File: src/rti_pkg.sv
package rti_pkg;

   localparam int COORD_WIDTH = 16;
   localparam int DIFF_WIDTH = COORD_WIDTH + 1;
   localparam int NDOT_WIDTH = 2 * COORD_WIDTH + 2;
   localparam int NUM_WIDTH = COORD_WIDTH + DIFF_WIDTH + 2;
   localparam int PROD_WIDTH = 2 * DIFF_WIDTH;
   localparam int CROSS_WIDTH = PROD_WIDTH + 1;
   localparam int TERM_WIDTH = CROSS_WIDTH + COORD_WIDTH;
   localparam int EDGE_WIDTH = TERM_WIDTH + 2;
   localparam int DIV_WIDTH = (NUM_WIDTH > NDOT_WIDTH) ? NUM_WIDTH : NDOT_WIDTH;

   localparam int DIST_WIDTH = 31;
   localparam int INT_BITS = 15;
   localparam int FRAC_OUT_BITS = DIST_WIDTH - INT_BITS;
   localparam logic [DIST_WIDTH-1:0] DIST_MAX = {DIST_WIDTH{1'b1}};

   localparam int QUEUE_DEPTH_DEF = 4;
   localparam int CSR_INDEX_WIDTH = 3;

   localparam logic [CSR_INDEX_WIDTH-1:0] REG_START_X = 3'd0;
   localparam logic [CSR_INDEX_WIDTH-1:0] REG_START_Y = 3'd1;
   localparam logic [CSR_INDEX_WIDTH-1:0] REG_START_Z = 3'd2;
   localparam logic [CSR_INDEX_WIDTH-1:0] REG_DIR_X = 3'd3;
   localparam logic [CSR_INDEX_WIDTH-1:0] REG_DIR_Y = 3'd4;
   localparam logic [CSR_INDEX_WIDTH-1:0] REG_DIR_Z = 3'd5;

   localparam logic [2:0] OUT_HIT = 3'd0;
   localparam logic [2:0] OUT_CULLED = 3'd1;
   localparam logic [2:0] OUT_DEGENERATE = 3'd2;
   localparam logic [2:0] OUT_OUTSIDE = 3'd3;
   localparam logic [2:0] OUT_ZERO_DIV = 3'd4;

   typedef logic signed [COORD_WIDTH-1:0] coord_type;

   typedef struct packed {
      coord_type v0_x;
      coord_type v0_y;
      coord_type v0_z;
      coord_type v1_x;
      coord_type v1_y;
      coord_type v1_z;
      coord_type v2_x;
      coord_type v2_y;
      coord_type v2_z;
      coord_type face_nx;
      coord_type face_ny;
      coord_type face_nz;
   } req_type;

   typedef struct packed {
      logic                  hit;
      logic [DIST_WIDTH-1:0] hit_distance;
      logic [2:0]            outcome;
   } rsp_type;

   typedef struct packed {
      coord_type start_x;
      coord_type start_y;
      coord_type start_z;
      coord_type dir_x;
      coord_type dir_y;
      coord_type dir_z;
   } ray_type;

   typedef struct packed {
      logic [2:0]           outcome;
      logic [DIV_WIDTH-1:0] num_mag;
      logic [DIV_WIDTH-1:0] den_mag;
   } entry_type;

endpackage

File: src/rti_fifo.sv
module rti_fifo #(
   parameter int DEPTH = rti_pkg::QUEUE_DEPTH_DEF
) (
   input  logic                clock,
   input  logic                reset,
   input  logic                push,
   input  rti_pkg::entry_type  push_data,
   output logic                full,
   input  logic                pop,
   output logic                empty,
   output rti_pkg::entry_type  pop_data
);

   localparam int AW = (DEPTH > 1) ? $clog2(DEPTH) : 1;
   localparam int CNTW = $clog2(DEPTH + 1);
   localparam logic [AW-1:0] LAST = AW'(DEPTH - 1);

   rti_pkg::entry_type store_ff [DEPTH];
   logic [AW-1:0]   wr_ptr_ff, rd_ptr_ff;
   logic [CNTW-1:0] count_ff;

   assign full = (count_ff == CNTW'(DEPTH));
   assign empty = (count_ff == '0);
   assign pop_data = store_ff[rd_ptr_ff];

   always_ff @(posedge clock) begin
      if (push) begin
         store_ff[wr_ptr_ff] <= push_data;
      end
   end

   always_ff @(posedge clock) begin
      if (reset) begin
         wr_ptr_ff <= '0;
         rd_ptr_ff <= '0;
         count_ff <= '0;
      end else begin
         if (push) begin
            wr_ptr_ff <= (wr_ptr_ff == LAST) ? '0 : wr_ptr_ff + 1'b1;
         end
         if (pop) begin
            rd_ptr_ff <= (rd_ptr_ff == LAST) ? '0 : rd_ptr_ff + 1'b1;
         end
         if (push && !pop) begin
            count_ff <= count_ff + 1'b1;
         end else if (pop && !push) begin
            count_ff <= count_ff - 1'b1;
         end
      end
   end

   assert property (@(posedge clock) disable iff (reset)
      count_ff <= CNTW'(DEPTH))
      else $error("queue count above depth");

   assert property (@(posedge clock) disable iff (reset)
      !(pop && empty))
      else $error("queue popped while empty");

   assert property (@(posedge clock) disable iff (reset)
      (push && !pop) |=> !empty)
      else $error("queue empty after a push");

endmodule

File: config.mk
export PLATFORM = sky130hd
export DESIGN_NAME = rti_fifo
export DESIGN_NICKNAME = d
export VERILOG_FILES = /design/src/rti_pkg.sv /design/src/rti_fifo.sv
export SDC_FILE = /design/constraint.sdc
export NUM_CORES = 1
export LEC_CHECK = 0
export BUFFER_PORTS_ARGS = -buffer_cell sky130_fd_sc_hd__buf_2
export CORE_MARGIN = 5
export CORE_UTILIZATION = 40
export CTS_BUF_LIST = sky130_fd_sc_hd__clkbuf_8
export CTS_CLUSTER_SIZE = 24
export DETAILED_ROUTE_END_ITERATION = 16
export GPL_ROUTABILITY_DRIVEN = 0
export PLACE_DENSITY = 0.62
export SYNTH_ARGS = -nofsm -noshare
export SYNTH_HDL_FRONTEND = slang
export SYNTH_SLANG_ARGS = --single-unit
File: constraint.sdc
create_clock -name clock -period 2.89 [get_ports clock]
set_clock_uncertainty 0.05 [all_clocks]
set_input_delay 0.1445 -clock clock [delete_from_list [all_inputs] [get_ports clock]]
set_output_delay 0.1445 -clock clock [all_outputs]
set_load 0.01 [all_outputs]
==> results.cfg <==
[die]
std_cell_rows = 60
die_area_um2 = 31040
coreArea_um2 = 27100
die_w_um = 176.2
dieHeight_um = 176.2
num_io_pins = 152
start_util_pct = 40.77

[synth]
yosys_warnings = 0
synth_area_um2 = 11050
synth_fp_nets = 509
syn_inst = 425
yosysUniqueCellTypes = 20
syn_avg_cell_area_um2 = 26.00
yosysSeqAreaShare_pct = 81.00
ys_ff_latch = 301

[power_and_ir_drop]
p_int_uw = 7294
vdd_drop_max_mv = 0.4170
power_density_nw_per_um2 = 669.4
p_sw_uw = 2018
finalPower_uw = 9312
switching_share_pct = 21.67
p_leak_uw = 0.004796
seq_power_share_pct = 54.5
clockPowerShare_pct = 36.1
combinationalPowerShare_pct = 9.4

[setup_path]
startpoint_type = flop
worstPathCellList = buf_4, mux4_2, buf_2
worstPathArrival_ps = 2200
end_kind = output port
r2r_start = wr_ptr_ff[0]
cp_max_fo = 18
slowest_delay_ps = 590
path_class = flop to output port
crit_slowest_cell = dfxtp_4
worstPathRequired_ps = 2700

[sta]
slew_violations = 0
setup_ws_ps = 499.4
fin_crit_ps = 2391
tightest_slew_ps = 629.0
whs_ps = 316.5
setup_viol = 0
hold_viol = 0
finalSetupTns_ps = 0
rsz0062_at_grt = no
slew-limit-headroom_pct = 58.07
fin_crit_sh_pct = 82.72
fmaxAchievable_mhz = 418.3

[cells_and_area]
fin_nets = 778
instances_no_fill = 1100
area_delta_synth_final_pct = 25.90
drive_gt1_share_pct = 40.93
antennaDiodeCount = 0

[routing]
finalWirelength_um = 21120
drc = 0
met1_length_um = 8496
drt_iter0_markers = 240
viasPerCell = 4.827
drt_first_pass_iters = 4
wl_per_cell_um = 19.20
wl_met2_um = 11030
ant_nets = 0
top_layer_used = met4
dr_wl_met3_um = 1224
vias = 5310

[global_routing]
overflow = 0
grt_max_degree = 39
grt_pass1_wl_um = 33070
grt_pass1_vias = 6091
antenna_found_initial = 0
globalRouteTotalUtil_pct = 13.69

[cts]
cts.clk_slew.worst_paths_ps = 60
post_cts_buffers = 0
clkLatencyLatePin_ps = 520
cts_tree = yes
clock_sinks = 301
htreeDepth = 2
root_buffer = clkbuf_8
ctsLongestPathBuffers = 3
cts_made_buffers = 48

[place]
dp_slack_ps = 959.2
dp_hpwl_um = 12300
portBuffers = 151
dp_cells = 940

[run_status]
outcome = completed

[hold_path]
hold_path_startpoint = push_data[26]
hp-class = input port to flop

[flow_run]
maxCapViolCount = 0
-- final timing paths --
check / depth (start not counted) / to / slack, ps
worst max register to register: 3 / store_ff[3][8] / 1010
worst min-delay path: 2 / store_ff[2][26] / 320
worst max-delay path: 3 / pop_data[45] / 500
worst min register to register: 2 / count_ff[2] / 500
-- metrics by stage --
step                      instance area (um^2)  utilization [%]
after floorplan                          11050                -
after global placement                   12240            45.18
after detailed placement                 12240            45.18
after CTS                                13910            51.32
after global routing                     13910            51.32
final                                    13910            51.32
-- flip-flops by register name (all words and copies together), names as in the netlist, named ones only --
register and count:
count_ff 3, rd_ptr_ff 2, store_ff 292, wr_ptr_ff 2
-- layer usage --
layer	up-vias	track usage, %
met5	-	0
met4	0	3.866
met3	37	3.555
met2	165	24.12
met1	2739	16.75
li1	2369	-
-- critical path, delay by kind of cell (launching register included) --
kind	cells	cell delay (ps)
DFF	1	590
muxes	1	570
buffers and inverters	2	520
-- power by group through the flow --
stage / Sequential [uW] / Clock [uW] / Combinational (uW)
floorplan: 5140 / 0 / 499
global placement: 5160 / 0 / 797
detailed placement: 5170 / 0 / 816
CTS: 5080 / 3480 / 902
global route: 5090 / 3690 / 957
finish: 5080 / 3360 / 876
-- cell usage in the layout (no fill, tap or decap), types with 4 or more instances in the layout --
cell type      netlist  layout
and2_4               0       4
buf_12               7       7
buf_2                7     151
clkbuf_8             0      53
clkinv_1             0      10
clkinv_2             0       6
dfxtp_1              9       7
dlygate4sd3_1        0      76
edfxtp_1           292     292
ha_1                 6       6
inv_1                4      17
mux2i_1              4       4
mux4_2              72      72
nor2_1               7       7
-- logic make-up (layout without fill, tap and decap cells) --
group,count (synthesis),count (layout),share of synthesized area (%)
XOR/XNOR,2,2,0.1586
adder cells (fa/ha/maj),7,7,0.8607
AND/OR/NAND/NOR,15,15,0.7021
multiplexers,77,77,15.28
flip-flops,301,301,81.00
AO/OA/AOI/OAI,3,3,0.1359
buffers and inverters,20,323,1.868
-- synthesized netlist by cell type (all sizes together) --
cell,number,share of area (%)
and2,4,0.23
fa,1,0.18
nor2,7,0.24
a21oi,2,0.091
edfxtp,292,79
buf,15,1.7
or3,1,0.057
o21ai,1,0.045
inv,4,0.14
xor2,2,0.16
nor3,1,0.045
ha,6,0.68
clkbuf,1,0.045
mux4,73,15
mux2i,4,0.36
dfxtp,9,1.6
nor3b,2,0.14
-- final cells by class --
type                       instances  area (um^2)
fill                            2157        13190
timing repair buffer             235         1664
multi-input combinational        104         1903
inverter                           4        15.01
sequential                       301         8956
tap                              372        465.4
clock inverter                    31        176.4
clock buffer                      53        729.5
-- what timing repair did --
item	in CTS	in global routing
endpoints found under the hold margin	301	0
hold buffers	76	0
gates resized for setup	0	0
Power figures use the tool's default switching activity.
